--- config.mk ---
export PLATFORM = sky130hd
export DESIGN_NAME = meter_readout_frame_builder_flat
export DESIGN_NICKNAME = d
export VERILOG_FILES = /design/src/rtl/core/mrfb_pkg.sv /design/src/rtl/core/mrfb_item_if.sv /design/src/rtl/core/mrfb_byte_if.sv /design/src/rtl/core/mrfb_encoder.sv /design/src/rtl/core/meter_readout_frame_builder.sv /design/src/flat_wrapper.sv
export SDC_FILE = /design/constraint.sdc
export NUM_CORES = 1
export LEC_CHECK = 0
export ABC_CLOCK_PERIOD_IN_PS = 3800
export BUFFER_PORTS_ARGS = -buffer_cell sky130_fd_sc_hd__buf_2
export CORE_MARGIN = 2
export CORE_UTILIZATION = 50
export DETAILED_ROUTE_END_ITERATION = 8
export PLACE_DENSITY = 0.73
export SYNTH_ARGS = -nofsm -noshare
export SYNTH_HDL_FRONTEND = slang
export SYNTH_SLANG_ARGS = --single-unit
--- constraint.sdc ---
create_clock -name clk -period 3.8 [get_ports clk]
set_clock_uncertainty 0.2 [all_clocks]
set_input_delay 0.38 -clock clk [delete_from_list [all_inputs] [get_ports clk]]
set_output_delay 0.38 -clock clk [all_outputs]
set_load 0.05 [all_outputs]
--- src/rtl/core/mrfb_pkg.sv ---
// Package for the meter readout frame builder: operation and frame kind codes,
// frame byte constants, and the item and burst types.
// Depends on nothing; compile first.
`default_nettype none
package mrfb_pkg;

	localparam int MAX_BURST = 8;

	localparam logic [1:0] OP_BEGIN = 2'd0;
	localparam logic [1:0] OP_FIELD = 2'd1;
	localparam logic [1:0] OP_VALUE = 2'd2;
	localparam logic [1:0] OP_END   = 2'd3;

	localparam logic [1:0] KIND_SIGN_ON  = 2'd0;
	localparam logic [1:0] KIND_OPT_ACK  = 2'd1;
	localparam logic [1:0] KIND_PASSWORD = 2'd2;
	localparam logic [1:0] KIND_DATA_REQ = 2'd3;

	localparam logic [7:0] B_PREAMBLE = 8'h7F;
	localparam logic [7:0] B_SLASH    = 8'h2F;
	localparam logic [7:0] B_QUERY    = 8'h3F;
	localparam logic [7:0] B_BANG     = 8'h21;
	localparam logic [7:0] B_ACK      = 8'h06;
	localparam logic [7:0] B_ZERO     = 8'h30;
	localparam logic [7:0] B_ONE      = 8'h31;
	localparam logic [7:0] B_TWO      = 8'h32;
	localparam logic [7:0] B_CMD_P    = 8'h50;
	localparam logic [7:0] B_CMD_R    = 8'h52;
	localparam logic [7:0] B_CMD_W    = 8'h57;
	localparam logic [7:0] B_LPAREN   = 8'h28;
	localparam logic [7:0] B_RPAREN   = 8'h29;
	localparam logic [7:0] B_SOH      = 8'h01;
	localparam logic [7:0] B_STX      = 8'h02;
	localparam logic [7:0] B_ETX      = 8'h03;
	localparam logic [7:0] B_CR       = 8'h0D;
	localparam logic [7:0] B_LF       = 8'h0A;
	localparam logic [7:0] B_SPACE    = 8'h20;

	typedef struct packed {
		logic [1:0] operation;
		logic [1:0] frame_kind;
		logic       write_request;
		logic       value_wanted;
		logic [7:0] byte_value;
	} item_t;

	// Bytes produced by one item, lane 0 goes out first.
	typedef struct packed {
		logic [MAX_BURST-1:0][7:0] bytes;
		logic [3:0]                count;
		logic                      ends;
	} burst_t;

endpackage
`default_nettype wire

--- src/rtl/core/mrfb_item_if.sv ---
// Input channel of the frame builder: valid/ready plus one item.
// Depends on nothing.
`default_nettype none
interface mrfb_item_if;
	logic       valid;
	logic       ready;
	logic [1:0] operation;
	logic [1:0] frame_kind;
	logic       write_request;
	logic       value_wanted;
	logic [7:0] byte_value;

	modport source (output valid, operation, frame_kind, write_request, value_wanted,
		byte_value, input ready);
	modport sink (input valid, operation, frame_kind, write_request, value_wanted,
		byte_value, output ready);
endinterface
`default_nettype wire

--- src/rtl/core/mrfb_byte_if.sv ---
// Output channel of the frame builder: valid/ready plus one line byte.
// Depends on nothing.
`default_nettype none
interface mrfb_byte_if;
	logic       valid;
	logic       ready;
	logic [7:0] out_byte;
	logic       last_byte;

	modport source (output valid, out_byte, last_byte, input ready);
	modport sink (input valid, out_byte, last_byte, output ready);
endinterface
`default_nettype wire

--- src/rtl/core/mrfb_encoder.sv ---
// Frame state and the logic that turns one item into its burst of line bytes.
// Depends on mrfb_pkg.
`default_nettype none
module mrfb_encoder import mrfb_pkg::*; #(
	parameter int PREAMBLE_COUNT = 3
) (
	input  wire logic   clk,
	input  wire logic   arst_n,
	input  wire logic   load,
	input  wire item_t  item,
	output burst_t      burst
);

	// Preamble length per header length, so a begin never exceeds a full burst.
	localparam int PRE_SHORT = (PREAMBLE_COUNT > MAX_BURST - 2) ? MAX_BURST - 2 : PREAMBLE_COUNT;
	localparam int PRE_DATA  = (PREAMBLE_COUNT > MAX_BURST - 4) ? MAX_BURST - 4 : PREAMBLE_COUNT;
	localparam int PRE_PWD   = (PREAMBLE_COUNT > MAX_BURST - 5) ? MAX_BURST - 5 : PREAMBLE_COUNT;

	logic [1:0] kind_q;
	logic [7:0] bcc_q;
	logic       paren_q;
	logic       val_en_q;
	logic       open_q;

	logic [1:0] kind_d;
	logic [7:0] bcc_d;
	logic       paren_d;
	logic       val_en_d;
	logic       open_d;

	logic [7:0] hdr [MAX_BURST];
	logic [3:0] pre;
	logic [3:0] hlen;
	logic [7:0] cmd;
	logic [2:0] hidx;
	logic [7:0] bcc_end;
	logic       keep;

	always_comb begin
		kind_d   = kind_q;
		bcc_d    = bcc_q;
		paren_d  = paren_q;
		val_en_d = val_en_q;
		open_d   = open_q;
		burst    = '0;
		for (int j = 0; j < MAX_BURST; j++) begin
			hdr[j] = '0;
		end
		pre     = '0;
		hlen    = '0;
		hidx    = '0;
		cmd     = item.write_request ? B_CMD_W : B_CMD_R;
		keep    = item.byte_value != B_SPACE;
		bcc_end = '0;

		unique case (item.operation)
			OP_BEGIN: begin
				kind_d   = item.frame_kind;
				val_en_d = item.write_request | item.value_wanted;
				paren_d  = 1'b0;
				open_d   = 1'b1;
				unique case (item.frame_kind)
					KIND_SIGN_ON: begin
						hdr[0] = B_SLASH;
						hdr[1] = B_QUERY;
						hlen   = 4'd2;
						pre    = 4'(PRE_SHORT);
						bcc_d  = '0;
					end
					KIND_OPT_ACK: begin
						hdr[0] = B_ACK;
						hdr[1] = B_ZERO;
						hlen   = 4'd2;
						pre    = 4'(PRE_SHORT);
						bcc_d  = '0;
					end
					KIND_PASSWORD: begin
						hdr[0] = B_SOH;
						hdr[1] = B_CMD_P;
						hdr[2] = B_ONE;
						hdr[3] = B_STX;
						hdr[4] = B_LPAREN;
						hlen   = 4'd5;
						pre    = 4'(PRE_PWD);
						bcc_d  = B_CMD_P ^ B_ONE ^ B_STX ^ B_LPAREN;
					end
					KIND_DATA_REQ: begin
						hdr[0] = B_SOH;
						hdr[1] = cmd;
						hdr[2] = B_TWO;
						hdr[3] = B_STX;
						hlen   = 4'd4;
						pre    = 4'(PRE_DATA);
						bcc_d  = cmd ^ B_TWO ^ B_STX;
					end
				endcase
				for (int i = 0; i < MAX_BURST; i++) begin
					hidx = 3'(4'(i) - pre);
					if (4'(i) < pre) begin
						burst.bytes[i] = B_PREAMBLE;
					end else if (4'(i) < pre + hlen) begin
						burst.bytes[i] = hdr[hidx];
					end
				end
				burst.count = pre + hlen;
			end
			OP_FIELD: begin
				if (open_q && keep) begin
					burst.bytes[0] = item.byte_value;
					burst.count    = 4'd1;
					if (kind_q[1]) begin
						bcc_d = bcc_q ^ item.byte_value;
					end
				end
			end
			OP_VALUE: begin
				if (open_q && kind_q == KIND_DATA_REQ) begin
					paren_d = 1'b1;
					if (!paren_q) begin
						burst.bytes[0] = B_LPAREN;
						if (val_en_q && keep) begin
							burst.bytes[1] = item.byte_value;
							burst.count    = 4'd2;
							bcc_d          = bcc_q ^ B_LPAREN ^ item.byte_value;
						end else begin
							burst.count = 4'd1;
							bcc_d       = bcc_q ^ B_LPAREN;
						end
					end else if (val_en_q && keep) begin
						burst.bytes[0] = item.byte_value;
						burst.count    = 4'd1;
						bcc_d          = bcc_q ^ item.byte_value;
					end
				end
			end
			OP_END: begin
				if (open_q) begin
					open_d     = 1'b0;
					burst.ends = 1'b1;
					unique case (kind_q)
						KIND_SIGN_ON, KIND_OPT_ACK: begin
							burst.bytes[0] = (kind_q == KIND_SIGN_ON) ? B_BANG : B_ONE;
							burst.bytes[1] = B_CR;
							burst.bytes[2] = B_LF;
							burst.count    = 4'd3;
						end
						KIND_PASSWORD, KIND_DATA_REQ: begin
							if (kind_q == KIND_DATA_REQ && !paren_q) begin
								// No value item came: open the value brackets here.
								bcc_end        = bcc_q ^ B_LPAREN ^ B_RPAREN ^ B_ETX;
								burst.bytes[0] = B_LPAREN;
								burst.bytes[1] = B_RPAREN;
								burst.bytes[2] = B_ETX;
								burst.bytes[3] = bcc_end;
								burst.count    = 4'd4;
								paren_d        = 1'b1;
							end else begin
								bcc_end        = bcc_q ^ B_RPAREN ^ B_ETX;
								burst.bytes[0] = B_RPAREN;
								burst.bytes[1] = B_ETX;
								burst.bytes[2] = bcc_end;
								burst.count    = 4'd3;
							end
							bcc_d = bcc_end;
						end
					endcase
				end
			end
		endcase
	end

	always_ff @(posedge clk or negedge arst_n) begin
		if (!arst_n) begin
			kind_q   <= '0;
			bcc_q    <= '0;
			paren_q  <= 1'b0;
			val_en_q <= 1'b0;
			open_q   <= 1'b0;
		end else if (load) begin
			kind_q   <= kind_d;
			bcc_q    <= bcc_d;
			paren_q  <= paren_d;
			val_en_q <= val_en_d;
			open_q   <= open_d;
		end
	end

endmodule
`default_nettype wire

--- src/rtl/core/meter_readout_frame_builder.sv ---
// Top level of the meter readout frame builder: request register, encoder and
// byte output shifter. Depends on mrfb_pkg, mrfb_item_if, mrfb_byte_if, mrfb_encoder.
//
//   channel | dir | handshake     | payload
//   --------+-----+---------------+------------------------------------------------
//   item    | in  | valid / ready | operation, frame_kind, write_request,
//           |     |               | value_wanted, byte_value
//   frame   | out | valid / ready | out_byte, last_byte
//
// Each request passes through the request register, then its bytes (0 to 8)
// are loaded at once into the output shifter and leave one per cycle while
// frame.ready is high. With the default preamble a begin yields 5 to 8 bytes,
// a field 0 or 1, a value 0 to 2 and an end 0, 3 or 4. A new request is taken
// while the shifter drains its last byte, so single-byte requests stream back
// to back. Reset clears control and frame state only. A stalled output holds
// the shifter; the request register then fills and item.ready drops.
`default_nettype none
module meter_readout_frame_builder import mrfb_pkg::*; #(
	parameter int PREAMBLE_COUNT = 3
) (
	input wire logic     clk,
	input wire logic     arst_n,
	mrfb_item_if.sink    item,
	mrfb_byte_if.source  frame
);

	// Request register
	item_t  item_s1;
	logic   valid_s1;

	// Output shifter: lane 0 is on the line
	logic [MAX_BURST-1:0][7:0] bytes_s2;
	logic [3:0]                cnt_s2;
	logic                      ends_s2;

	burst_t burst;
	logic   pop;
	logic   s2_free;
	logic   advance;
	logic   take;

	assign pop     = frame.valid && frame.ready;
	// Shifter can take a new burst when empty or when its final byte leaves now.
	assign s2_free = (cnt_s2 == 4'd0) || (cnt_s2 == 4'd1 && pop);
	assign advance = valid_s1 && s2_free;
	assign take    = item.valid && item.ready;

	assign item.ready      = !valid_s1 || advance;
	assign frame.valid     = cnt_s2 != 4'd0;
	assign frame.out_byte  = bytes_s2[0];
	assign frame.last_byte = ends_s2 && cnt_s2 == 4'd1;

	// Capture the request; payload needs no reset.
	always_ff @(posedge clk or negedge arst_n) begin
		if (!arst_n) begin
			valid_s1 <= 1'b0;
		end else if (item.ready) begin
			valid_s1 <= item.valid;
		end
	end

	always_ff @(posedge clk) begin
		if (take) begin
			item_s1.operation     <= item.operation;
			item_s1.frame_kind    <= item.frame_kind;
			item_s1.write_request <= item.write_request;
			item_s1.value_wanted  <= item.value_wanted;
			item_s1.byte_value    <= item.byte_value;
		end
	end

	// Build the burst and advance frame state as the request leaves stage 1.
	mrfb_encoder #(
		.PREAMBLE_COUNT(PREAMBLE_COUNT)
	) u_encoder (
		.clk   (clk),
		.arst_n(arst_n),
		.load  (advance),
		.item  (item_s1),
		.burst (burst)
	);

	// Load a fresh burst, or drop the byte just sent and shift the rest down.
	always_ff @(posedge clk or negedge arst_n) begin
		if (!arst_n) begin
			cnt_s2  <= '0;
			ends_s2 <= 1'b0;
		end else if (advance) begin
			cnt_s2  <= burst.count;
			ends_s2 <= burst.ends;
		end else if (pop) begin
			cnt_s2 <= cnt_s2 - 4'd1;
		end
	end

	always_ff @(posedge clk) begin
		if (advance) begin
			bytes_s2 <= burst.bytes;
		end else if (pop) begin
			bytes_s2 <= bytes_s2 >> 8;
		end
	end

`ifndef SYNTHESIS
	a_cnt_bound: assert property (@(posedge clk) disable iff (!arst_n)
		cnt_s2 <= 4'(MAX_BURST))
		else $error("output shifter holds more bytes than a burst");

	a_burst_bound: assert property (@(posedge clk) disable iff (!arst_n)
		advance |-> burst.count <= 4'(MAX_BURST))
		else $error("encoder produced an oversized burst");

	a_drain: assert property (@(posedge clk) disable iff (!arst_n)
		pop && !advance |=> cnt_s2 == $past(cnt_s2) - 4'd1)
		else $error("shifter did not drop the byte just sent");

	a_hold_s1: assert property (@(posedge clk) disable iff (!arst_n)
		valid_s1 && !advance |=> valid_s1 && $stable(item_s1))
		else $error("pending request lost while output busy");

	a_last_ends: assert property (@(posedge clk) disable iff (!arst_n)
		frame.valid && frame.last_byte |-> ends_s2 && cnt_s2 == 4'd1)
		else $error("frame end flagged on a byte that is not the final one");
`endif

endmodule
`default_nettype wire

--- src/flat_wrapper.sv ---
// flat-port wrapper written by rule: the top's interface ports become plain ports
module meter_readout_frame_builder_flat import mrfb_pkg::*;
#(
	parameter int PREAMBLE_COUNT = 3
)
  (clk, arst_n, item_valid, item_operation, item_frame_kind, item_write_request, item_value_wanted, item_byte_value, item_ready, frame_valid, frame_out_byte, frame_last_byte, frame_ready);
  mrfb_item_if item_i ();
  mrfb_byte_if frame_i ();
  input wire logic clk;
  input wire logic arst_n;
  input wire logic [$bits(item_i.valid)-1:0] item_valid;
  input wire logic [$bits(item_i.operation)-1:0] item_operation;
  input wire logic [$bits(item_i.frame_kind)-1:0] item_frame_kind;
  input wire logic [$bits(item_i.write_request)-1:0] item_write_request;
  input wire logic [$bits(item_i.value_wanted)-1:0] item_value_wanted;
  input wire logic [$bits(item_i.byte_value)-1:0] item_byte_value;
  output wire logic [$bits(item_i.ready)-1:0] item_ready;
  output wire logic [$bits(frame_i.valid)-1:0] frame_valid;
  output wire logic [$bits(frame_i.out_byte)-1:0] frame_out_byte;
  output wire logic [$bits(frame_i.last_byte)-1:0] frame_last_byte;
  input wire logic [$bits(frame_i.ready)-1:0] frame_ready;
  assign item_i.valid = item_valid;
  assign item_i.operation = item_operation;
  assign item_i.frame_kind = item_frame_kind;
  assign item_i.write_request = item_write_request;
  assign item_i.value_wanted = item_value_wanted;
  assign item_i.byte_value = item_byte_value;
  assign item_ready = item_i.ready;
  assign frame_valid = frame_i.valid;
  assign frame_out_byte = frame_i.out_byte;
  assign frame_last_byte = frame_i.last_byte;
  assign frame_i.ready = frame_ready;
  meter_readout_frame_builder #(.PREAMBLE_COUNT(PREAMBLE_COUNT)) u_core (.clk(clk), .arst_n(arst_n), .item(item_i), .frame(frame_i));
endmodule
==> metrics, run 1 <==
diode count 0; Nets 486; I/O Pins 29; hold path start item_operation[1]; Reg power frac 0.486; largest net degree at the start of global routing 48; maximum clock rate 0.3776 GHz; Req. time, crit path 3.87 ns; via/cell ratio 5.975; num rows 34; Slew Limit Fails 0; PortBufs 28; Initial Util 0.5071; Tmin final 2.648 ns; die area 9479 um2; initial antenna violation count 0; GRT Util Overall 0.2169; vias after detailed routing 3346; peak supply drop 326.3 uV; overall routed net length 9988 um; most common cell in the synthesized netlist edfxtp_1; register area share after synthesis 0.5294; CTS Buf Count 9; RSZ-0062 raised after global routing no; initial DRC count 296; Clock Power Share 0.188; P&R area growth vs syn 10.54%; hold depth 1; Core ar. 8593 um2; Post-synth EDFFs 61; Setup Buffers After CTS 0; CTS Root Cell clkbuf_8; die height 97.36 um; Yosys top cell by area edfxtp_1; Yosys warnings 0; Post-route DRC 0; FFs w/ async S/R, synth 0.2375; vias in the first global route 3197; RePlAce Congestion 1.015; placed inst area 4506 um2; aggregate global routing overflow 0; Static Leak 1.952 nW; Hold/Removal Path Class in -> reg; clk buf depth 2; Clock Latency Late Sink 0.36 ns; synth cell count leaders edfxtp_1 (61), nand2_1 (59), o21ai_0 (38), nor2_1 (24), inv_1 (23); worst reg-to-reg setup slack 1.15 ns; fraction of layout cells with a size suffix above 1 0.1239; internal power 0.001821 W; Tightest Pin Transition 0.8377 ns; status complete, no violations; Tcrit/Tclk final 0.6968; Final ANT Viol Nets 0; share of the synthesized area in the top cell type 0.4203; max_cap viols 0; CP endpoint kind flop; Synth Flop Type edfxtp_1; Yosys cell types 60; #FFs+latches synth 80; dpl hpwl 6847 um; clock transition at the registers of the reported paths 0.09 ns; PostCTS Resize Cnt 0; iteration count of the initial detailed-routing pass 7; Psw 0.001203 W; syn nets 460; PwrDens 627.8 nW/um2; Crit Path Class reg -> reg; CP Launch Type flop; Arr. time, crit path 2.71 ns; clock tree sinks 80; Reg2Reg Depth 7; max_slew headroom 0.4415; Synth Cell Area 4358 um2; Wirelength per Cell 17.84 um; die width 97.36 um; switch share 0.3979; CTS tree done; Worst Hold Path EP u_core.item_s1[13]; hold buffers post-CTS 14; setup_tns 0 ns; reg-to-reg endpoint u_core.u_encoder.bcc_q[7]; CP max FO 13; first-pass GRT wire length 16060 um; Synth Area per Inst 10.35 um2; fin area 4817 um2; Cells after Synth 421; Area contributors post-synth edfxtp_1 (42%), dfrtp_1 (11%), ha_1 (6.0%), nand2_1 (5.1%), o21ai_0 (4.4%); H-tree Lvls 3; Fin. Hold Viols 0; combinational power share 0.326; start of the worst register-to-register path u_core.item_s1[13]; endpoints failing setup 0
[cell type report]
cell class,count,area (um2)
inverter,24,90.09
clock inverter,6,43.79
timing repair buffer,46,310.3
sequential,80,2307
fill,741,3776
tap,108,135.1
clock buffer,10,127.6
multi-input combinational,286,1803
[cells in the final DEF, fill, tap and decap left out, types with 3 or more instances in the layout]
cell | Yosys | final
and3_1 | 5 | 5
nand2_1 | 59 | 59
clkinvlp_4 | 0 | 3
buf_2 | 1 | 28
a32o_1 | 3 | 3
dfrtp_1 | 19 | 19
clkbuf_8 | 0 | 9
a31oi_1 | 5 | 5
o21ai_0 | 38 | 38
nand3b_1 | 3 | 3
buf_4 | 8 | 4
a211oi_1 | 4 | 4
dlygate4sd3_1 | 0 | 14
nand3_1 | 11 | 10
inv_1 | 23 | 22
ha_1 | 21 | 21
nor3_1 | 6 | 6
edfxtp_1 | 61 | 61
nand2b_1 | 9 | 9
and2_1 | 6 | 6
o22ai_1 | 4 | 4
a21boi_0 | 6 | 6
nor2b_1 | 4 | 4
nor2_1 | 24 | 24
a221oi_1 | 8 | 8
o31ai_1 | 6 | 6
a21oi_1 | 22 | 22
[critical path, stage by stage (launching register included)]
cell       delay, ns
edfxtp_1        0.52
inv_1           0.10
ha_1            0.36
a21boi_0        0.19
and4b_1         0.37
o2111ai_1       0.29
a211o_1         0.32
o31ai_1         0.20
[registers in the layout, summed over array words and instances, names as in the netlist, 2 cells and up]
register and flops:
u_core.frame.out_byte 8, u_core.cnt_s2 4, u_core.u_encoder.kind_q 2, u_core.item_s1 14
u_core.u_encoder.bcc_q 8, u_core.bytes_s2 39
[cells by family after synthesis]
family / Yosys count / synth area share
AND/OR/NAND/NOR: 139 / 0.1602
AO/OA/AOI/OAI: 121 / 0.1815
flip-flops: 80 / 0.5294
buffers and inverters: 55 / 0.05799
adder cells (fa/ha/maj): 21 / 0.06029
XOR/XNOR: 3 / 0.006030
multiplexers: 2 / 0.004594
[metal layers]
layer,track usage,routed length (um),vias up
met5,0,0,-
met4,0.09188,282,0
met3,0.05468,834,25
met2,0.3316,4612,161
met1,0.2959,4260,1577
li1,-,-,1583
[metrics by stage]
stage	util	instances	setup WS (ns)	power, W	hold slack, ns
5_1_grt	0.5606	560	0.9603	0.003204	0.006545
2_1_floorplan	-	421	0.9003	0.002192	-0.1156
3_3_place_gp	0.5243	530	1.277	0.002407	0.1475
3_5_place_dp	0.5243	530	1.227	0.002442	0.1519
4_1_cts	0.5606	560	1.198	0.003019	0.01204
6_report	0.5606	560	1.152	0.003024	0.01715
[worst max path at each step]
stage	startpoint	endpoint	slack (ns)	depth (start not counted)
floorplan	u_core.cnt_s2[0]	u_core.bytes_s2[10]	0.90	5
global placement	u_core.item_s1[2]	u_core.bytes_s2[10]	1.28	5
detailed placement	u_core.item_s1[13]	u_core.u_encoder.bcc_q[4]	1.23	7
CTS	u_core.cnt_s2[0]	u_core.bytes_s2[10]	1.20	6
global route	u_core.item_s1[13]	u_core.u_encoder.bcc_q[7]	0.96	7
finish	u_core.item_s1[13]	u_core.u_encoder.bcc_q[7]	1.15	7
[power groups by stage]
stage | Sequential [W] | Combinational [W] | Clock [W]
after global routing | 0.00149 | 0.00110 | 0.000612
after floorplan | 0.00137 | 0.000825 | 0
final | 0.00147 | 0.000985 | 0.000569
after detailed placement | 0.00148 | 0.000966 | 0
after CTS | 0.00146 | 0.000980 | 0.000579
after global placement | 0.00147 | 0.000939 | 0
Note: power is estimated with default switching activity, not from simulation.
==> run 2, diff against run 1 <==
Settings changed: ABC_CLOCK_PERIOD_IN_PS 3800 to 2290, PLACE_DENSITY 0.73 to 0.75.
Clock period 3.8 ns to 2.29 ns, I/O delays scaled along.
==> run 2 against run 1 <==
  * Via count up 4.4%
  * Highest routed layer unchanged
  * Critical path depth decreased by 1
  * Design area grew 10%
  * Sequential cell count unchanged
  * Largest power group unchanged
  * Count of clock-buffer cells in the layout shrank 1
  * Global-route usage up 1.3 points
  * Register-to-register slack got worse by 1.1 ns
  * Critical endpoint is now item_ready
  * Routed wire length grew 7.2%
  * First-iteration DRC count increased by 18%
==> metrics, run 2 (synthesis results as in run 1) <==
status complete, no violations; max FFs per register 39; GRT Util Overall 0.2295; max_cap viols 0; CP endpoint kind output port; Largest Register u_core.bytes_s2; internal power 0.003387 W; Psw 0.002177 W; CTS Root Cell clkbuf_8; vias after detailed routing 3493; Nets 526; peak supply drop 569.7 uV; Arr. time, crit path 1.80 ns; vias in the first global route 3325; Crit Path Class reg -> out; iteration count of the initial detailed-routing pass 5; biggest regs u_core.bytes_s2 (39), u_core.item_s1 (14); initial antenna violation count 0; Core ar. 8593 um2; Req. time, crit path 1.86 ns; RSZ-0062 raised after global routing yes; Tcrit/Tclk final 0.9718; Final WS setup 0.06460 ns; diode count 0; max_slew headroom 0.6440; Reg power frac 0.423; final core occ 0.6169; commonest non-fill, non-tap cell in the layout edfxtp_1; die width 97.36 um; via/cell ratio 5.822; maximum clock rate 0.4494 GHz; dpl ws 0.02919 ns; crit-path max cell delay 0.44 ns; fraction of layout cells with a size suffix above 1 0.2276; Clock Latency Late Sink 0.37 ns; worst reg-to-reg setup slack 0.07 ns; Layout Cells excl Fill 600; Crit-path slowest cell dfrtp_1; die area 9479 um2; Tightest Pin Transition 0.5320 ns; aggregate global routing overflow 0; Wirelength per Cell 17.85 um; CP max FO 5; clock tree sinks 80; PortBufs 28; dpl hpwl 7650 um; CP Launch Type flop; CTS tree done; Fin. Hold Viols 0; most frequent cells in the layout edfxtp_1 (61), nand2_1 (57), buf_4 (39); Hold/Removal Path Class in -> reg; clock transition at the registers of the reported paths 0.09 ns; first-pass GRT wire length 17080 um; CTS Buf Count 9; H-tree Lvls 3; P&R area growth vs syn 21.65%; I/O Pins 29; PwrDens 1050 nW/um2; initial DRC count 349; Top cell by count, worst path nand2_1; Final ANT Viol Nets 0; Slew Limit Fails 0; Placed Cells 564; die height 97.36 um; CP Buf/Inv Count 2; switch share 0.3913; clk buf depth 2; largest net degree at the start of global routing 48; Min Hold Slack 0.08779 ns; Top delay family on crit path flip-flops; Initial Util 0.5071; number of fill cells 719; Clock Power Share 0.203; Post-route DRC 0; RePlAce Congestion 0.9379; num rows 34; Tmin final 2.225 ns; Static Leak 2.192 nW; overall routed net length 10710 um; CP Cell Sequence inv_2, ha_4, a21o_1, nand2_1, nand2_1, buf_2; endpoints failing setup 0; combinational power share 0.374
## run 2: cell types whose count changed in the layout (fill, tap and decap cells not counted), moves of 3 or more
cell      delta
a221oi_1     -3
a221oi_2     +3
buf_12       +3
buf_4       +35
## run 2: per-stage QoR
stage,power [W],instance area [um2],TNS [ns]
after floorplan,0.003713,4410,-6.222
after global placement,0.004281,4851,0
after detailed placement,0.004346,4851,0
after CTS,0.005473,5221,0
after global routing,0.005882,5301,-0.09343
final,0.005564,5301,0
## run 2: timing repair
| item | in CTS | in global routing |
|---|---|---|
| setup buffers | 0 | 4 |
| setup endpoints to repair | 0 | 38 |
| resized for setup | 0 | 13 |
| endpoints found under the hold margin | 34 | 0 |
| hold buffers | 16 | 0 |
## run 2: worst reg2reg max path, cell delays in order (launching register included)
cell       delay [ns]
edfxtp_1         0.44
nor4_4           0.40
a21oi_2          0.19
and4_4           0.25
a2111oi_1        0.42
nor2_1           0.07
## run 2: routing by layer
| metal | global-route usage | routed length [um] |
|---|---|---|
| met1 | 0.3137 | 4563 |
| met2 | 0.3782 | 5128 |
| met3 | 0.03525 | 719 |
| met4 | 0.07372 | 301 |
| met5 | 0 | 0 |
## run 2: path summary, 6_finish.rpt
path / depth (start not counted) / endpoint / startpoint
hold / removal: 3 / u_core.cnt_s2[1] / frame_ready
setup reg to reg: 5 / u_core.bytes_s2[13] / u_core.item_s1[0]
hold reg to reg: 2 / u_core.ends_s2 / u_core.ends_s2
setup / recovery: 6 / item_ready / u_core.cnt_s2[0]
max in group asynchronous: 2 / u_core.u_encoder.bcc_q[0] / arst_n
min in group asynchronous: 2 / u_core.u_encoder.bcc_q[5] / arst_n
## run 2: area by class of cell
type	count	area, um2	share of cell area
Clock buffer	9	123.9	0.02337
Inverter	24	93.84	0.01770
Tap cell	108	135.1	0.02549
Clock inverter	7	86.33	0.01629
Timing Repair Buffer	86	653.1	0.1232
Multi-Input combinational cell	286	1902	0.3587
Sequential cell	80	2307	0.4352
## run 2: power by group through the flow
stage	Combinational [W]	Clock, W	Sequential (W)
floorplan	0.00143	0	0.00228
global placement	0.00193	0	0.00235
detailed placement	0.00198	0	0.00237
CTS	0.00201	0.00113	0.00234
global route	0.00228	0.00120	0.00240
finish	0.00208	0.00113	0.00235
==> run 3, diff against run 2 <==
Settings changed: ABC_CLOCK_PERIOD_IN_PS 2290 to 2000, PLACE_DENSITY 0.75 to 0.7.
Clock period 2.29 ns to 2 ns, I/O delays scaled along.
==> run 3 against run 2 <==
  * The run now ends with setup timing left
  * Sequential cell count unchanged
  * Total power grew 38%
  * First-iteration DRC count rose by 8.6%
  * Cell count rose by 11%
  * Count of clock-buffer cells in the layout is the same
  * Core utilization up 14 points
  * Routed wire length increased by 27%
  * Critical path depth up 4
  * Clock power rose by 12%
  * Largest power group is now combinational logic
==> metrics, run 3 (synthesis results as in run 1) <==
Core ar. 8593 um2; clock transition at the registers of the reported paths 0.10 ns; P&R area growth vs syn 48.81%; CP max FO 6; vias after detailed routing 3960; Arr. time, crit path 2.32 ns; Static Leak 2.662 nW; commonest non-fill, non-tap cell in the layout buf_4; maximum clock rate 0.4374 GHz; CP endpoint kind flop; RSZ-0062 raised after global routing yes; PwrDens 1183 nW/um2; diode count 0; Initial Util 0.5071; die width 97.36 um; peak supply drop 836.9 uV; num rows 34; placed inst area 5314 um2; vias in the first global route 4047; met3 Use GR 0.04820; met1 Track Usage GR 0.3618; Min Hold Slack 0.1447 ns; Crit Path Class reg -> reg; H-tree Lvls 3; Req. time, crit path 2.03 ns; PortBufs 28; aggregate global routing overflow 0; CTS Buf Count 9; via/cell ratio 5.937; first-pass GRT wire length 20930 um; Fin. Hold Viols 0; initial DRC count 379; die height 97.36 um; dpl ws -0.2057 ns; initial antenna violation count 0; Slew Limit Fails 0; Placed Cells 604; setup_tns -2.734 ns; overall routed net length 13640 um; CP Launch Type flop; Final WS setup -0.2865 ns; Tcrit/Tclk final 1.143; Tmin final 2.286 ns; CTS tree done; Final ANT Viol Nets 0; status finished, violations left; Layout Cells excl Fill 667; CTS Root Cell clkbuf_8; GRT Util Overall 0.2837; clk buf depth 2; largest net degree at the start of global routing 48; Hold/Removal Path Class in -> async; max_cap viols 0; Post-route DRC 0; max_slew headroom 0.5412; number of fill cells 541; met2 Use GR 0.4727; most frequent cells in the layout buf_4 (84), edfxtp_1 (61), nand2_1 (29); biggest regs u_core.bytes_s2 (39), u_core.item_s1 (14); die area 9479 um2; I/O Pins 29; RePlAce Congestion 0.9831; Clock Latency Late Sink 0.37 ns; failing checks setup timing; Wirelength per Cell 20.44 um; endpoints failing setup 41; dpl hpwl 8679 um; Tightest Pin Transition 0.6875 ns; iteration count of the initial detailed-routing pass 5; Nets 593; fin area 6485 um2; clock tree sinks 80; fraction of layout cells with a size suffix above 1 0.4812; Most Crowded Layer GR met2; Largest Register u_core.bytes_s2; max FFs per register 39
-- run 3: area by class of cell --
class	instances	area (um2)	area share
Multi-Input combinational cell	286	2422	0.3735
Sequential cell	80	2311	0.3564
Timing Repair Buffer	153	1321	0.2037
Tap cell	108	135.1	0.02084
Clock buffer	9	123.9	0.01910
Inverter	24	93.84	0.01447
Clock inverter	7	77.57	0.01196
-- run 3: routing by layer --
layer	vias up	share of wire
li1	1801	-
met1	1930	0.40
met2	182	0.51
met3	47	0.059
met4	0	0.032
met5	-	0
-- run 3: worst max-delay path, cell delays in order, from the launching register on --
cell and delay, ns:
edfxtp_1 0.47, nor4_4 0.06, buf_6 0.14, a21oi_4 0.26, inv_2 0.10, ha_4 0.17
nand2_2 0.05, nand4_1 0.21, buf_4 0.23, a21oi_2 0.15, o32ai_2 0.12
-- run 3: per-stage QoR --
step                      power (W)  utilization
after floorplan            0.004423            -
after global placement     0.005344       0.6184
after detailed placement   0.005422       0.6184
after CTS                  0.007119       0.7086
after global routing       0.008028       0.7547
final                      0.007672       0.7547
-- run 3: path summary, 6_finish.rpt --
kind / slack [ns] / start / end / cells after the start
max: -0.29 / u_core.item_s1[3] / u_core.u_encoder.bcc_q[5] / 10
min: 0.14 / arst_n / u_core.cnt_s2[3] / 2
max reg2reg: -0.29 / u_core.item_s1[3] / u_core.u_encoder.bcc_q[5] / 10
min reg2reg: 0.33 / u_core.item_s1[8] / u_core.u_encoder.val_en_q / 2
max in group asynchronous: 1.08 / arst_n / u_core.u_encoder.kind_q[1] / 2
min in group clk: 0.17 / frame_ready / u_core.cnt_s2[1] / 4
-- run 3: report_power, final --
group          internal, W  switching [W]  leakage (nW)
sequential         0.00237       0.000364         0.824
combinational      0.00166        0.00200          1.74
clock             0.000591       0.000682        0.0958
-- run 3: what timing repair did --
action	4_1_cts	5_1_grt
buffers inserted	15	15
resized for setup	58	102
hold buffers	16	0
pin swaps	20	47
endpoints found under the setup margin	59	111
cloned	4	0
hold endpoints to repair	34	0
